**src/hw/rtl/zlib_stored_block_encoder_assert.svh**
```systemverilog
// Assertion macros shared by the zlib stored block encoder RTL.
`ifndef ZLIB_STORED_BLOCK_ENCODER_ASSERT_SVH
`define ZLIB_STORED_BLOCK_ENCODER_ASSERT_SVH
`ifndef NO_ASSERTIONS
// Same-cycle implication, disabled during reset.
`define ZSBE_ASSERT_IMPLIES(label, clock, reset, ante, cons, msg) \
  label: assert property (@(posedge clock) disable iff (reset) (ante) |-> (cons)) \
    else $error(msg);
// Next-cycle implication, disabled during reset.
`define ZSBE_ASSERT_NEXT(label, clock, reset, ante, cons, msg) \
  label: assert property (@(posedge clock) disable iff (reset) (ante) |=> (cons)) \
    else $error(msg);
`else
`define ZSBE_ASSERT_IMPLIES(label, clock, reset, ante, cons, msg)
`define ZSBE_ASSERT_NEXT(label, clock, reset, ante, cons, msg)
`endif
`endif

```
**src/hw/rtl/zsbe_pkg.sv**
```systemverilog
// Types and constants shared by the zlib stored block encoder modules.
`default_nettype none
package zsbe_pkg;

  localparam logic [7:0]  ZLIB_CMF  = 8'h78;
  localparam logic [7:0]  ZLIB_FLG  = 8'h01;
  localparam logic [16:0] ADLER_MOD = 17'd65521;

  localparam int QUEUE_DEPTH = 4;
  localparam int QUEUE_AW    = 2;

  // One classified item on its way from the front to the back.
  typedef struct packed {
    logic [7:0]  data;
    logic        zlib_hdr;    // stream header goes first
    logic        blk_hdr;     // a stored block header goes first
    logic        blk_final;   // final-block flag of that header
    logic [15:0] blk_len;     // LEN of that header
    logic        trailer;     // checksum follows the data byte
    logic [31:0] adler;       // {high, low} after this byte
  } entry_t;

  typedef enum logic [3:0] {
    ST_START,
    ST_CMF,
    ST_FLG,
    ST_BFINAL,
    ST_LEN_LO,
    ST_LEN_HI,
    ST_NLEN_LO,
    ST_NLEN_HI,
    ST_DATA,
    ST_ADL3,
    ST_ADL2,
    ST_ADL1,
    ST_ADL0
  } step_t;

endpackage
`default_nettype wire

```
**src/hw/rtl/zlib_stored_block_encoder.sv**
```systemverilog
// Top level of the zlib stored block encoder: register port, front, queue and back.
// Usage: raw bytes enter on data_byte with in_valid/in_ready; each accepted item
// produces one to twelve bytes of a zlib stream made of stored deflate blocks on
// out_byte with out_valid/out_ready. last_of_run marks the final byte caused by an
// item and end_of_stream marks the last Adler-32 trailer byte of a stream.
// The stream length is the total_length register at byte address 0 of the APB
// port (reset 1, a zero acts as 1); write it only while the block is idle.
// The front accepts an item in the same cycle it is offered whenever the
// four-entry queue has room, classifying it and updating Adler-32 right away.
// The back emits one byte per cycle while the receiver is ready, from the queue
// head into an output register; an item's first byte passes through the queue and
// then that register. Inside a block the rate, set by the output serializer, is
// one item per cycle when nothing stalls; the stream header, each block header and
// the checksum trailer add their bytes. On a receiver stall the output register
// holds its byte, the queue fills, and then in_ready drops until space frees up.
// Reset clears the framing state, the checksum, the queue and the output stage.
`default_nettype none
`include "zlib_stored_block_encoder_assert.svh"
module zlib_stored_block_encoder #(
  parameter int MAX_BLOCK = 65535
) (
  input  wire logic        clk,
  input  wire logic        rst,
  input  wire logic        psel,
  input  wire logic        penable,
  input  wire logic        pwrite,
  input  wire logic [2:0]  paddr,
  input  wire logic [31:0] pwdata,
  output logic [31:0]      prdata,
  output logic             pready,
  input  wire logic        in_valid,
  output logic             in_ready,
  input  wire logic [7:0]  data_byte,
  output logic             out_valid,
  input  wire logic        out_ready,
  output logic [7:0]       out_byte,
  output logic             last_of_run,
  output logic             end_of_stream
);

  logic [31:0] total_length;
  logic        q_push, q_pop, q_full, q_empty;
  zsbe_pkg::entry_t front_entry, head_entry;

  // Register port: a single register, always ready.
  assign pready = 1'b1;
  assign prdata = (paddr[2] == 1'b0) ? total_length : 32'd0;

  always_ff @(posedge clk) begin
    if (rst) begin
      total_length <= 32'd1;
    end else if (psel && penable && pwrite && (paddr[2] == 1'b0)) begin
      total_length <= pwdata;
    end
  end

  zsbe_front #(
    .MAX_BLOCK(MAX_BLOCK)
  ) u_front (
    .clk          (clk),
    .rst          (rst),
    .in_valid     (in_valid),
    .in_ready     (in_ready),
    .data_byte    (data_byte),
    .total_length (total_length),
    .q_full       (q_full),
    .push         (q_push),
    .entry        (front_entry)
  );

  zsbe_queue u_queue (
    .clk      (clk),
    .rst      (rst),
    .push     (q_push),
    .wr_entry (front_entry),
    .pop      (q_pop),
    .rd_entry (head_entry),
    .full     (q_full),
    .empty    (q_empty)
  );

  zsbe_back u_back (
    .clk           (clk),
    .rst           (rst),
    .head          (head_entry),
    .q_empty       (q_empty),
    .pop           (q_pop),
    .out_valid     (out_valid),
    .out_ready     (out_ready),
    .out_byte      (out_byte),
    .last_of_run   (last_of_run),
    .end_of_stream (end_of_stream)
  );

  // An accepted item must be waiting in the queue on the next cycle.
  `ZSBE_ASSERT_NEXT(a_push_lands, clk, rst, in_valid && in_ready, !q_empty, "accepted item missing from queue")
  // The back never retires an item from an empty queue.
  `ZSBE_ASSERT_IMPLIES(a_pop_nonempty, clk, rst, q_pop, !q_empty, "pop from empty queue")
  // The trailer's last byte always closes the run of its item.
  `ZSBE_ASSERT_IMPLIES(a_eos_closes, clk, rst, out_valid && end_of_stream, last_of_run, "end of stream not last of run")

endmodule
`default_nettype wire

```
**src/hw/rtl/zsbe_front.sv**
```systemverilog
// Front end: accepts raw bytes, tracks framing and Adler-32, classifies each item.
`default_nettype none
module zsbe_front #(
  parameter int MAX_BLOCK = 65535
) (
  input  wire logic             clk,
  input  wire logic             rst,
  input  wire logic             in_valid,
  output logic                  in_ready,
  input  wire logic [7:0]       data_byte,
  input  wire logic [31:0]      total_length,
  input  wire logic             q_full,
  output logic                  push,
  output zsbe_pkg::entry_t      entry
);

  localparam logic [15:0] MaxBlk = MAX_BLOCK[15:0];

  logic        header_sent, header_sent_next;
  logic [31:0] bytes_done, bytes_done_next;
  logic [15:0] block_left, block_left_next;
  logic [15:0] adler_low, adler_low_next;
  logic [15:0] adler_high, adler_high_next;

  logic [31:0] total;
  logic        blk_start;
  logic [31:0] remaining;
  logic        rem_fits;
  logic [15:0] len;
  logic [31:0] done_count;
  logic        stream_done;
  logic [16:0] a_sum, b_sum;
  logic [15:0] a_mod, b_mod;

  assign in_ready = !q_full;
  assign push     = in_valid && !q_full;

  always_comb begin
    total      = (total_length == 32'd0) ? 32'd1 : total_length;
    blk_start  = (block_left == 16'd0);
    remaining  = (total > bytes_done) ? (total - bytes_done) : 32'd1;
    rem_fits   = (remaining <= {16'd0, MaxBlk});
    len        = rem_fits ? remaining[15:0] : MaxBlk;
    done_count = bytes_done + 32'd1;
    stream_done = (done_count >= total);

    a_sum = {1'b0, adler_low} + {9'd0, data_byte};
    a_mod = (a_sum >= zsbe_pkg::ADLER_MOD) ? 16'(a_sum - zsbe_pkg::ADLER_MOD) : a_sum[15:0];
    b_sum = {1'b0, adler_high} + {1'b0, a_mod};
    b_mod = (b_sum >= zsbe_pkg::ADLER_MOD) ? 16'(b_sum - zsbe_pkg::ADLER_MOD) : b_sum[15:0];

    entry.data      = data_byte;
    entry.zlib_hdr  = !header_sent;
    entry.blk_hdr   = blk_start;
    entry.blk_final = rem_fits;
    entry.blk_len   = len;
    entry.trailer   = stream_done;
    entry.adler     = {b_mod, a_mod};

    if (stream_done) begin
      header_sent_next = 1'b0;
      bytes_done_next  = 32'd0;
      block_left_next  = 16'd0;
      adler_low_next   = 16'd1;
      adler_high_next  = 16'd0;
    end else begin
      header_sent_next = 1'b1;
      bytes_done_next  = done_count;
      block_left_next  = (blk_start ? len : block_left) - 16'd1;
      adler_low_next   = a_mod;
      adler_high_next  = b_mod;
    end
  end

  always_ff @(posedge clk) begin
    if (rst) begin
      header_sent <= 1'b0;
      bytes_done  <= 32'd0;
      block_left  <= 16'd0;
      adler_low   <= 16'd1;
      adler_high  <= 16'd0;
    end else if (push) begin
      header_sent <= header_sent_next;
      bytes_done  <= bytes_done_next;
      block_left  <= block_left_next;
      adler_low   <= adler_low_next;
      adler_high  <= adler_high_next;
    end
  end

endmodule
`default_nettype wire

```
**src/hw/rtl/zsbe_queue.sv**
```systemverilog
// Small FIFO of classified items between the front and the back.
`default_nettype none
module zsbe_queue (
  input  wire logic              clk,
  input  wire logic              rst,
  input  wire logic              push,
  input  wire zsbe_pkg::entry_t  wr_entry,
  input  wire logic              pop,
  output zsbe_pkg::entry_t       rd_entry,
  output logic                   full,
  output logic                   empty
);

  zsbe_pkg::entry_t mem [zsbe_pkg::QUEUE_DEPTH];

  logic [zsbe_pkg::QUEUE_AW-1:0] wr_ptr, rd_ptr;
  logic [zsbe_pkg::QUEUE_AW:0]   count;
  logic                          do_push, do_pop;

  assign full     = (count == (zsbe_pkg::QUEUE_AW + 1)'(zsbe_pkg::QUEUE_DEPTH));
  assign empty    = (count == '0);
  assign do_push  = push && !full;
  assign do_pop   = pop && !empty;
  assign rd_entry = mem[rd_ptr];

  always_ff @(posedge clk) begin
    if (do_push) begin
      mem[wr_ptr] <= wr_entry;
    end
  end

  always_ff @(posedge clk) begin
    if (rst) begin
      wr_ptr <= '0;
      rd_ptr <= '0;
      count  <= '0;
    end else begin
      if (do_push) begin
        wr_ptr <= wr_ptr + 1'b1;
      end
      if (do_pop) begin
        rd_ptr <= rd_ptr + 1'b1;
      end
      unique case ({do_push, do_pop})
        2'b10:   count <= count + 1'b1;
        2'b01:   count <= count - 1'b1;
        default: count <= count;
      endcase
    end
  end

endmodule
`default_nettype wire

```
**src/hw/rtl/zsbe_back.sv**
```systemverilog
// Back end: expands each queued item into its output bytes, one per cycle while not stalled.
`default_nettype none
module zsbe_back (
  input  wire logic              clk,
  input  wire logic              rst,
  input  wire zsbe_pkg::entry_t  head,
  input  wire logic              q_empty,
  output logic                   pop,
  output logic                   out_valid,
  input  wire logic              out_ready,
  output logic [7:0]             out_byte,
  output logic                   last_of_run,
  output logic                   end_of_stream
);

  zsbe_pkg::step_t step, step_next, cur;
  logic            advance, fire, is_last;
  logic [7:0]      byte_sel;
  logic [15:0]     nlen;

  assign advance = !out_valid || out_ready;
  assign fire    = advance && !q_empty;
  assign pop     = fire && is_last;
  assign nlen    = ~head.blk_len;

  // Next-step logic.
  always_comb begin
    if (step == zsbe_pkg::ST_START) begin
      if (head.zlib_hdr) begin
        cur = zsbe_pkg::ST_CMF;
      end else if (head.blk_hdr) begin
        cur = zsbe_pkg::ST_BFINAL;
      end else begin
        cur = zsbe_pkg::ST_DATA;
      end
    end else begin
      cur = step;
    end
    is_last = 1'b0;
    unique case (cur)
      zsbe_pkg::ST_CMF:     step_next = zsbe_pkg::ST_FLG;
      zsbe_pkg::ST_FLG:     step_next = head.blk_hdr ? zsbe_pkg::ST_BFINAL : zsbe_pkg::ST_DATA;
      zsbe_pkg::ST_BFINAL:  step_next = zsbe_pkg::ST_LEN_LO;
      zsbe_pkg::ST_LEN_LO:  step_next = zsbe_pkg::ST_LEN_HI;
      zsbe_pkg::ST_LEN_HI:  step_next = zsbe_pkg::ST_NLEN_LO;
      zsbe_pkg::ST_NLEN_LO: step_next = zsbe_pkg::ST_NLEN_HI;
      zsbe_pkg::ST_NLEN_HI: step_next = zsbe_pkg::ST_DATA;
      zsbe_pkg::ST_DATA: begin
        if (head.trailer) begin
          step_next = zsbe_pkg::ST_ADL3;
        end else begin
          step_next = zsbe_pkg::ST_START;
          is_last   = 1'b1;
        end
      end
      zsbe_pkg::ST_ADL3:    step_next = zsbe_pkg::ST_ADL2;
      zsbe_pkg::ST_ADL2:    step_next = zsbe_pkg::ST_ADL1;
      zsbe_pkg::ST_ADL1:    step_next = zsbe_pkg::ST_ADL0;
      zsbe_pkg::ST_ADL0: begin
        step_next = zsbe_pkg::ST_START;
        is_last   = 1'b1;
      end
      default:              step_next = zsbe_pkg::ST_START;
    endcase
  end

  // Output byte selection.
  always_comb begin
    unique case (cur)
      zsbe_pkg::ST_CMF:     byte_sel = zsbe_pkg::ZLIB_CMF;
      zsbe_pkg::ST_FLG:     byte_sel = zsbe_pkg::ZLIB_FLG;
      zsbe_pkg::ST_BFINAL:  byte_sel = {7'd0, head.blk_final};
      zsbe_pkg::ST_LEN_LO:  byte_sel = head.blk_len[7:0];
      zsbe_pkg::ST_LEN_HI:  byte_sel = head.blk_len[15:8];
      zsbe_pkg::ST_NLEN_LO: byte_sel = nlen[7:0];
      zsbe_pkg::ST_NLEN_HI: byte_sel = nlen[15:8];
      zsbe_pkg::ST_DATA:    byte_sel = head.data;
      zsbe_pkg::ST_ADL3:    byte_sel = head.adler[31:24];
      zsbe_pkg::ST_ADL2:    byte_sel = head.adler[23:16];
      zsbe_pkg::ST_ADL1:    byte_sel = head.adler[15:8];
      zsbe_pkg::ST_ADL0:    byte_sel = head.adler[7:0];
      default:              byte_sel = head.data;
    endcase
  end

  always_ff @(posedge clk) begin
    if (rst) begin
      step      <= zsbe_pkg::ST_START;
      out_valid <= 1'b0;
    end else if (fire) begin
      step      <= step_next;
      out_valid <= 1'b1;
    end else if (advance) begin
      out_valid <= 1'b0;
    end
  end

  always_ff @(posedge clk) begin
    if (fire) begin
      out_byte      <= byte_sel;
      last_of_run   <= is_last;
      end_of_stream <= (cur == zsbe_pkg::ST_ADL0);
    end
  end

endmodule
`default_nettype wire

```
**config.mk**
```make
export PLATFORM = sky130hd
export DESIGN_NAME = zlib_stored_block_encoder
export DESIGN_NICKNAME = d
export VERILOG_FILES = /design/src/hw/rtl/zsbe_pkg.sv /design/src/hw/rtl/zlib_stored_block_encoder.sv /design/src/hw/rtl/zsbe_front.sv /design/src/hw/rtl/zsbe_queue.sv /design/src/hw/rtl/zsbe_back.sv
export VERILOG_INCLUDE_DIRS = /design/src /design/src/hw/rtl
export SDC_FILE = /design/constraint.sdc
export NUM_CORES = 1
export LEC_CHECK = 0
export ABC_AREA = 1
export BUFFER_PORTS_ARGS = -buffer_cell sky130_fd_sc_hd__clkbuf_2
export CORE_ASPECT_RATIO = 2
export CORE_MARGIN = 4
export CORE_UTILIZATION = 62
export DETAILED_ROUTE_END_ITERATION = 12
export GPL_TIMING_DRIVEN = 0
export HOLD_SLACK_MARGIN = 0.08
export PLACE_DENSITY = 0.8
export SYNTH_ARGS = -nofsm -noshare
export SYNTH_HDL_FRONTEND = slang
export SYNTH_SLANG_ARGS = --single-unit
```
**constraint.sdc**
```tcl
create_clock -name clk -period 13.1 [get_ports clk]
set_input_delay 1.31 -clock clk [delete_from_list [all_inputs] [get_ports clk]]
set_output_delay 1.31 -clock clk [all_outputs]
set_load 0.01 [all_outputs]
```
---- Word level (Yosys, flattened, before mapping) ----
Memory sizes are Yosys's and may differ from the RTL's. A register that Yosys moved wholly into a read port is not among the register bits.
Cells that the tools add are included.
operators by class
  add/sub/neg operators ................... 11
  magnitude comparators ................... 5
  equal/unequal tests ..................... 15
  multiplexer cells ....................... 27
  bitwise gates (word level) .............. 2
  reduce and logical (&&, ||, !) cells .... 19
operator list
  cell                    count
  $mux 32                 4
  $mux 16                 7
  $pmux 8 s11             1
  $pmux 4 s11             1
  $ge 17x16->1 const B    2
  $add 32x1->32 const B   1
  $ge 32x32->1            1
  $gt 32x32->1            1
  $le 32x16->1 const B    1
  $logic_not 32->1        1
  $sub 16x16->16 const B  2
  $sub 32x32->32          1
  $eq 4x4->1 const B      5
  $add 16x16->17          1
  $add 16x8->17           1
  $eq 4x3->1 const B      4
  $logic_not 16->1        1
  $mux 4                  4
  $not 16->16             1
  $sub 16x1->16 const B   1
  $eq 4x2->1 const B      2
  $logic_and 1x1->1       8
  $mux 1                  6
  $pmux 3 s2              1
  other kinds (15)        21
word-level totals
  register bits ........................... 135
  bits in writable memories ............... 240
  bits of input ports ..................... 50
  output and inout port bits .............. 45
  memories kept ........................... 1
memories
  name         depth  width  rd ports  clocked after Yosys merged registers in  wr ports  RTL line          source
  u_queue.mem  4      60     1         1                                        1         zsbe_queue.sv:14  zsbe_pkg::entry_t mem [zsbe_pkg::QUEUE_DEPTH];

---- Longest topological paths before layout ----
Gate-level depths: netlist of run 1.
  depth after elaboration ................. 9
  gate-level depth with buffers ........... 47
  depth with buffers taken out ............ 46

---- Hierarchy ----
From an unflattened synthesis of run 1, not the netlist that was laid out.
unflattened totals
  cells, all modules ...................... 2982
  area, all modules ....................... 23169.7 um^2
modules (own cells, without submodules)
  module                     times used  cells each  area each (um^2)  seq. area each (um^2)
  zsbe_front                 1           1834        10581.4           1621.6
  zsbe_queue                 1           650         9547.9            7387.1
  zlib_stored_block_encoder  1           280         1674.1            640.6
  zsbe_back                  1           218         1366.3            400.4

---- Worst setup path after synthesis of run 1 ----
OpenSTA, ideal clock, no wires.
  path type ............................... input port to flip-flop
  start ................................... in data_byte[2]
  end ..................................... mem u_queue.mem[0][18] (netlist name) (data pin)
  library setup time ...................... 0.271 ns
  arrival ................................. 6.063 ns
  required time ........................... 12.829 ns
  path slack .............................. 6.766 ns
  stages on the path ...................... 35
  cell sequence ........................... ha_1 nand3_1 nand2_1 nand2_1 o21ai_1 a21oi_1 o21bai_1 a21oi_1 nor2_1 xor2_1 nand2_1 nor2_1 nand4_1 nand3_2 nand2_1 nand2_1 ha_1 inv_1 fa_1 inv_1 a31oi_1 o21ai_1 nand2_1 nand2_1 a21oi_1 o21ai_1 xor2_1 nand2_1 nor3_2 nand3_2 nand2_4 buf_6 nand2_1 nand2_1 nand2_1
RTL lines
  item             RTL line                         source
  start, declared  zlib_stored_block_encoder.sv:33  input wire logic [7:0] data_byte,
  end, declared    zsbe_queue.sv:14

==> summary.txt, run 1 <==
Run status
  – Outcome: completed

Clocking
  – Clock-pin slew of the registers on the worst-case setup and hold paths: roughly 60 ps
  – Worst skew pair latency: around 560 ps
  – Hold_buf cts: 0
  – Clock tree buffer depth: 3
  – CTS tree: built
  – Root Buffer: clkbuf_16
  – Post-CTS setup buffers: 0
  – CTS Buf Count: 34
  – Clock sinks: roughly 380
  – H-tree levels: 2
  – Resized Gates After CTS: 0

STA
  – # setup viols final: 0
  – Worst hold slack: roughly 470 ps
  – Setup TNS: 0 ps
  – RSZ-0062 raised after global routing: no
  – Fmax: 125 MHz
  – Worst Tran Pin Value: around 1400 ps
  – Worst setup margin: 5120 ps
  – Fraction of the cycle the final worst path needs: 60.9%
  – Max-slew violation count: 0
  – Final hold vios: 0
  – Slew headroom: under 10%
  – Skew final: approximately 24 ps
  – Tmin final: 7980 ps

Cells and area
  – Multi-input logic area: between 9000 and 10,000 sq um
  – Fill cells: 2,879
  – Reg area: approximately 10,000 sq um
  – Layout cells sized above 1: around 8.5%
  – NumNets Final: about 2,900
  – Post-route cell area: ~24,000 sq um
  – Final core occ: ~70%
  – # diodes: 0
  – Area grow syn2layout: 11.3%
  – Finished Layout Cells: about 3,200

Placement
  – Placed inst area: between 20,000 and 25,000 sq um
  – GPL Wtd Cong: around 1
  – Port Buffer Count: 90
  – Pre-CTS setup slack: between 4000 and 5000 ps
  – Placed Instances: 3,186
  – DP Wirelength: around 55,000 microns

Global routing
  – Largest net degree at the start of global routing: 29
  – Overflow after GRT: 0
  – Vias in the first global route: 19,704
  – Initial antenna violation count: 0
  – Global-route wire length before repair: between 100,000 and 150,000 microns
  – Global Route Usage Sum: roughly 37%

Power and ir drop
  – Maximum vdd drop: 0.169 mV
  – Leak: around 10 nW
  – Switching power: about 1.7 mW
  – Switching Share: ~41%
  – Comb pwr share: 39.8%
  – Int Pwr: between 2 and 3 mW
  – Pwr/cell area: 180 nW/um^2
  – Total Power: around 4.3 mW
  – Clock Power Share: 25.2%
  – Flop pwr share: 35.0%

Routing
  – M1 wire length: 21,100 microns
  – Via count: 19,634
  – DR iter-0 viols: between 1,000 and 1,500
  – Initial DRT Pass Iterations: 8
  – Met3 wire len: 4050 microns
  – Wire length per cell: about 22 microns
  – Routed length on met2: 37,900 microns
  – Vias per cell: around 6.0
  – Final WL: approximately 72,000 microns
  – Top sig layer: met4
  – Final ANT Viol Nets: 0
  – Drt drc: 0

Setup path
  – CP peak stage delay: ~570 ps
  – Arrival @ worst endpoint: 8440 ps
  – Startpoint Class: input port
  – CP top delay family: simple AND/OR/NAND/NOR gates
  – Required @ worst endpoint: about 14,000 ps
  – Maximum fanout along the worst path: 10
  – Most used cell, CP: nand2_1
  – Crit path kind: input port to register
  – CP bufs+invs: 5
  – CP max stage cell: o21ai_1
  – Worst Setup End Kind: register

Synthesis
  – Seq/Total Area, Yosys: a little under half
  – Syn nets: about 2,800
  – Distinct cells, synth: a little under 60
  – Cell count after synthesis: between 2,000 and 3,000
  – Avg Cell Area, Syn: 8.14 sq um
  – Mapped Area: 21,500 sq um
  – Count of state elements after synthesis: around 380
  – Ys Warns: 0

Die
  – Die height: about 270 microns
  – Ports: 95
  – Die W: 140 microns
  – Num rows: 96
  – CORE AREA: between 30,000 and 40,000 sq um
  – Starting Density: a little over three fifths
  – Die ar.: between 30,000 and 40,000 sq um

Job
  – Max-cap violations: 0

Hold path
  – Hold Path Class: register to register
[power groups by stage]
stage               logic [mW]  registers [mW]  clock network [mW]
floorplan                 1.15            1.52                   0
global placement          1.62            1.53                   0
detailed placement        1.66            1.53                   0
CTS                       1.68            1.50                1.09
global route              1.87            1.51                1.14
finish                    1.71            1.50                1.09
[cell type report]
cell class                 count  area share, %
sequential                   377           41.9
buffer                       120           2.09
clock inverter                19           1.08
multi-input combinational   1824           40.9
clock buffer                  42           3.93
timing repair buffer          99           2.66
inverter                     325           5.09
tap                          441           2.30
[logic make-up after synthesis]
family                   share of synthesized area [%]
buffers and inverters                             7.99
XOR/XNOR                                          2.64
AND/OR/NAND/NOR                                   22.3
adder cells (fa/ha/maj)                           6.06
other                                           0.0174
flip-flops                                        46.7
AO/OA/AOI/OAI                                     14.3
[layer usage]
layer,GRT usage (%),up-vias
met5,0,-
met4,36.3,0
met3,3.95,317
met2,69.4,938
met1,33.6,9162
li1,-,9217
[sequential cells by signal, summed over array words and instances, names as in the netlist, named ones only]
signal and cells:
u_front.adler_low 16, u_front.bytes_done 32, u_back.out_byte 8, u_back.out_valid 1, u_back.last_of_run 1, u_front.adler_high 16, u_queue.wr_ptr 2, u_back.step 4
u_queue.count 3, u_front.block_left 16, u_back.end_of_stream 1, u_queue.mem 240, total_length 32, u_queue.rd_ptr 2, u_front.header_sent 1
[synth_stat cells (all sizes together)]
cell type	instances	share of area [%]
a311oi	1	0.041
xor2	55	2.3
nor2	314	5.7
a2111oi	1	0.041
nor3b	2	0.070
o21ai	172	4.1
nand4	41	1.2
o21a	1	0.035
clkinv	1	0.017
buf	14	0.48
nor3	26	0.72
a22oi	31	1.1
a211oi	8	0.28
o221a	1	0.052
inv	324	5.6
dfxtp	127	12
and2	3	0.087
xnor2	9	0.37
o2111a	1	0.052
a22o	1	0.041
a32o	17	0.79
and3	2	0.058
or2	7	0.20
a31oi	8	0.23
fa	4	0.37
nand3	135	3.4
nor4	19	0.55
conb	1	0.017
ha	98	5.7
a21oi	219	5.1
o221ai	1	0.041
o21bai	7	0.24
a21o	4	0.14
nand3b	6	0.23
clkbuf	106	1.8
o31ai	1	0.035
o22ai	33	0.96
o2111ai	7	0.28
edfxtp	250	35
a221oi	16	0.65
o211ai	3	0.10
nand2	569	10
[worst register-to-register path: cells and delay by family, from the launching register on]
family	cells	cell delay, ps
AO/OA/AOI/OAI	10	2210
adder cells (fa/ha/maj)	3	780
XOR/XNOR	1	320
buffers and inverters	4	830
flip-flops	1	360
AND/OR/NAND/NOR	21	2680
[cell usage in the layout, fill, tap and decap left out, types with 6 or more instances in the layout]
cell and count:
a21oi_1 217, buf_12 6, ha_1 98, o21ai_0 162, nand3_1 125, o21ai_2 6, a31oi_1 7, a22oi_1 31
clkbuf_2 90, a32o_1 17, o21bai_1 7, or2_2 6, nand4_1 41, a221oi_1 16, o22ai_1 33, clkbuf_16 35
xnor2_1 9, inv_1 320, nor2_1 299, o2111ai_1 7, edfxtp_1 250, clkbuf_1 109, buf_2 7, nand3_2 10
nor2_2 7, buf_6 6, nor2_4 8, nand2_2 16, dfxtp_1 127, nand2_1 552, a211oi_1 8, nor4_1 19
nor3_1 21, xor2_1 54
[final timing paths]
| kind | cells past startpoint | to | slack [ps] | startpoint |
|---|---|---|---|---|
| hold / removal | 2 | u_front.adler_high[5] | 470 | u_front.adler_high[5] |
| setup reg to reg | 39 | u_front.adler_high[3] | 5840 | u_front.adler_low[0] |
| setup / recovery | 40 | u_front.adler_high[3] | 5120 | data_byte[0] |
| hold reg to reg | 2 | u_front.adler_high[5] | 470 | u_front.adler_high[5] |
Note: power is estimated with default switching activity, not from simulation.
==> run 2, diff against run 1 <==
==> constraint.sdc (replaced) <==
create_clock -name clk -period 8 [get_ports clk]
set_input_delay 0.8 -clock clk [delete_from_list [all_inputs] [get_ports clk]]
set_output_delay 0.8 -clock clk [all_outputs]
set_load 0.01 [all_outputs]
==> run 2 against run 1 <==
Global-route usage did not move. Die area did not move. Sequential cell count unchanged. Cell area hardly changed. Routed wire length hardly changed. Final cell count unchanged. Sequential share of layout area is essentially flat. Critical endpoint unchanged. Largest power group unchanged. Highest routed layer unchanged.
==> summary.txt, run 2 (synthesis results as in run 1) <==
Run status
  – Outcome: completed

Power and ir drop
  – Comb pwr share: 39.8% (about the same)
  – Clock Power Share: 25.3% (about the same)
  – Switching Share: 40.5% (-0.081 points)
  – Leak: 10.1 nW (about the same)
  – Int Pwr: 4.19 mW (+64%)
  – Switching power: 2.85 mW (+63%)
  – Maximum vdd drop: 0.273 mV (+61%)
  – Pwr/cell area: 294 nW/um^2 (+64%)
  – Flop pwr share: 35.0% (about the same)

Cells and area
  – Multi-input logic area: 9820 sq um (+0.11%)
  – NumNets Final: 2,933 (unchanged)
  – Reg area: 10,000 sq um (unchanged)
  – Fill cells: 2,876 (-0.10%)
  – Final core occ: 69.8% (about the same)
  – Most common cell after layout, fill and taps aside: nand2_1
  – Layout cells sized above 1: 8.55% (+0.071 points)
  – # diodes: 0 (unchanged)
  – Number of flip-flops in the largest register: 240 (unchanged)
  – Most flops, register: u_queue.mem
  – Most frequent cells in the layout: nand2_1 (552), inv_1 (320), nor2_1 (299)
  – Area grow syn2layout: 11.3% (about the same)
  – Finished Layout Cells: 3,247 (unchanged)
  – Largest registers: u_queue.mem x240, total_length x32, u_front.bytes_done x32

STA
  – Max-slew violation count: 0 (unchanged)
  – Tmin final: approximately 7400 ps
  – Fraction of the cycle the final worst path needs: 93.1%
  – Worst setup margin: 555 ps (-4570 ps)
  – Worst Tran Pin Value: 1340 ps (-7.94 ps)
  – Skew final: 21.8 ps (-2.47 ps)
  – # setup viols final: 0 (unchanged)
  – Fmax: ~130 MHz
  – Final hold vios: 0 (unchanged)
  – Slew headroom: 9.65% (+0.53 points)
  – Setup TNS: 0 ps (unchanged)
  – RSZ-0062 raised after global routing: no
  – Worst hold slack: 473 ps (-0.0110 ps)

Die
  – Die height: 272 microns (unchanged)
  – Die ar.: 38,000 sq um (unchanged)
  – Ports: 95 (unchanged)
  – Die W: 140 microns (unchanged)
  – Num rows: 96 (unchanged)
  – CORE AREA: 34,400 sq um (unchanged)
  – Starting Density: 62.7% (unchanged)

Setup path
  – CP peak stage delay: 550 ps (-20 ps)
  – Startpoint Class: input port
  – Crit path kind: input port to register
  – Maximum fanout along the worst path: 10 (unchanged)
  – Cells on worst reg2reg path: 39 (unchanged)
  – CP max stage cell: o21ai_1
  – CP bufs+invs: 5 (unchanged)
  – CP top delay family: simple AND/OR/NAND/NOR gates
  – Most used cell, CP: nand2_1
  – Arrival @ worst endpoint: 7920 ps (-520 ps)
  – Reg2reg setup slack: 770 ps (-5070 ps)
  – Critical path depth: 40 (unchanged)
  – Worst Setup End Kind: register
  – Required @ worst endpoint: 8470 ps (-5100 ps)

Clocking
  – CTS tree: built
  – Clock sinks: 377 (unchanged)
  – H-tree levels: 2 (unchanged)
  – Worst skew pair latency: 560 ps (about the same)
  – Hold_buf cts: 0 (unchanged)
  – Clock-pin slew of the registers on the worst-case setup and hold paths: 60 ps (about the same)
  – CTS Buf Count: 34 (unchanged)
  – Root Buffer: clkbuf_16
  – Clock tree buffer depth: 3 (unchanged)

Global routing
  – Initial antenna violation count: 0 (unchanged)
  – Global Route Usage Sum: 37.3% (unchanged)
  – Global-route wire length before repair: 108,000 microns (unchanged)
  – Vias in the first global route: 19,704 (unchanged)
  – Largest net degree at the start of global routing: 29 (unchanged)
  – Overflow after GRT: 0 (unchanged)

Placement
  – Pre-CTS setup slack: 192 ps (-4590 ps)
  – DP Wirelength: 55,000 microns (unchanged)
  – Port Buffer Count: 90 (unchanged)
  – GPL Wtd Cong: 0.977 (unchanged)
  – Placed Instances: 3,186 (unchanged)

Routing
  – Drt drc: 0 (unchanged)
  – Initial DRT Pass Iterations: 7 (-1)
  – Via count: 19,604 (-0.15%)
  – Final ANT Viol Nets: 0 (unchanged)
  – Vias per cell: 6.04 (-0.15%)
  – DR iter-0 viols: 1,420 (-3.9%)
  – Wire length per cell: 22.2 microns (about the same)
  – Final WL: 72,100 microns (about the same)

Job
  – Max-cap violations: 0 (unchanged)

Hold path
  – Hold depth: 2 (unchanged)
  – Hold Path Class: register to register
[run 2: cell types whose count changed in the layout (fill, tap and decap cells not counted)]
cell	before	now
a21oi_2	2	3
xor2_1	54	53
xor2_2	1	2
a21oi_1	217	216
[run 2: final timing paths]
| check | from | to |
|---|---|---|
| max | data_byte[0] | u_front.adler_high[3] |
| min | u_front.adler_high[5] | u_front.adler_high[5] |
| max reg2reg | u_front.adler_low[0] | u_front.adler_high[3] |
| min reg2reg | u_front.adler_high[5] | u_front.adler_high[5] |
[run 2: layout make-up]
type,count,area share (%)
buffer,120,2.09
clock buffer,42,3.93
clock inverter,19,1.08
inverter,325,5.09
multi-input combinational,1824,40.9
sequential,377,41.9
tap,441,2.30
timing repair buffer,99,2.66
[run 2: routing by layer]
| metal | wire length (microns) | part of all wire, % | GRT usage (%) |
|---|---|---|---|
| met5 | 0 | 0 | 0 |
| met4 | 9010 | 13 | 36.3 |
| met3 | 4050 | 5.6 | 3.95 |
| met2 | 37800 | 52 | 69.4 |
| met1 | 21200 | 29 | 33.6 |
[run 2: worst register-to-register path: cells and delay by family, from the launching register on]
family / cells / cell delay, ps
compound gates: 10 / 2200
xor+xnor: 1 / 320
fa+ha+maj: 3 / 780
buf+inv: 4 / 830
flops: 1 / 350
simple gates: 21 / 2670
[run 2: timing repair]
item                       in CTS  in global routing
setup endpoints to repair       0                  8
buffers inserted                0                  0
resized for setup               0                  2
[run 2: power groups by stage]
stage / Sequential [mW] / Clock [mW] / Combinational [mW]
2_1_floorplan: 2.49 / 0 / 1.89
3_3_place_gp: 2.50 / 0 / 2.65
3_5_place_dp: 2.50 / 0 / 2.73
4_1_cts: 2.46 / 1.78 / 2.74
5_1_grt: 2.48 / 1.87 / 3.07
6_report: 2.46 / 1.78 / 2.80
[run 2: metrics by stage]
stage,instance area [sq um],power (mW)
6_report,24000,7.04
5_1_grt,24000,7.42
4_1_cts,24000,6.99
3_5_place_dp,22800,5.23
3_3_place_gp,22500,5.15
2_1_floorplan,21500,4.38
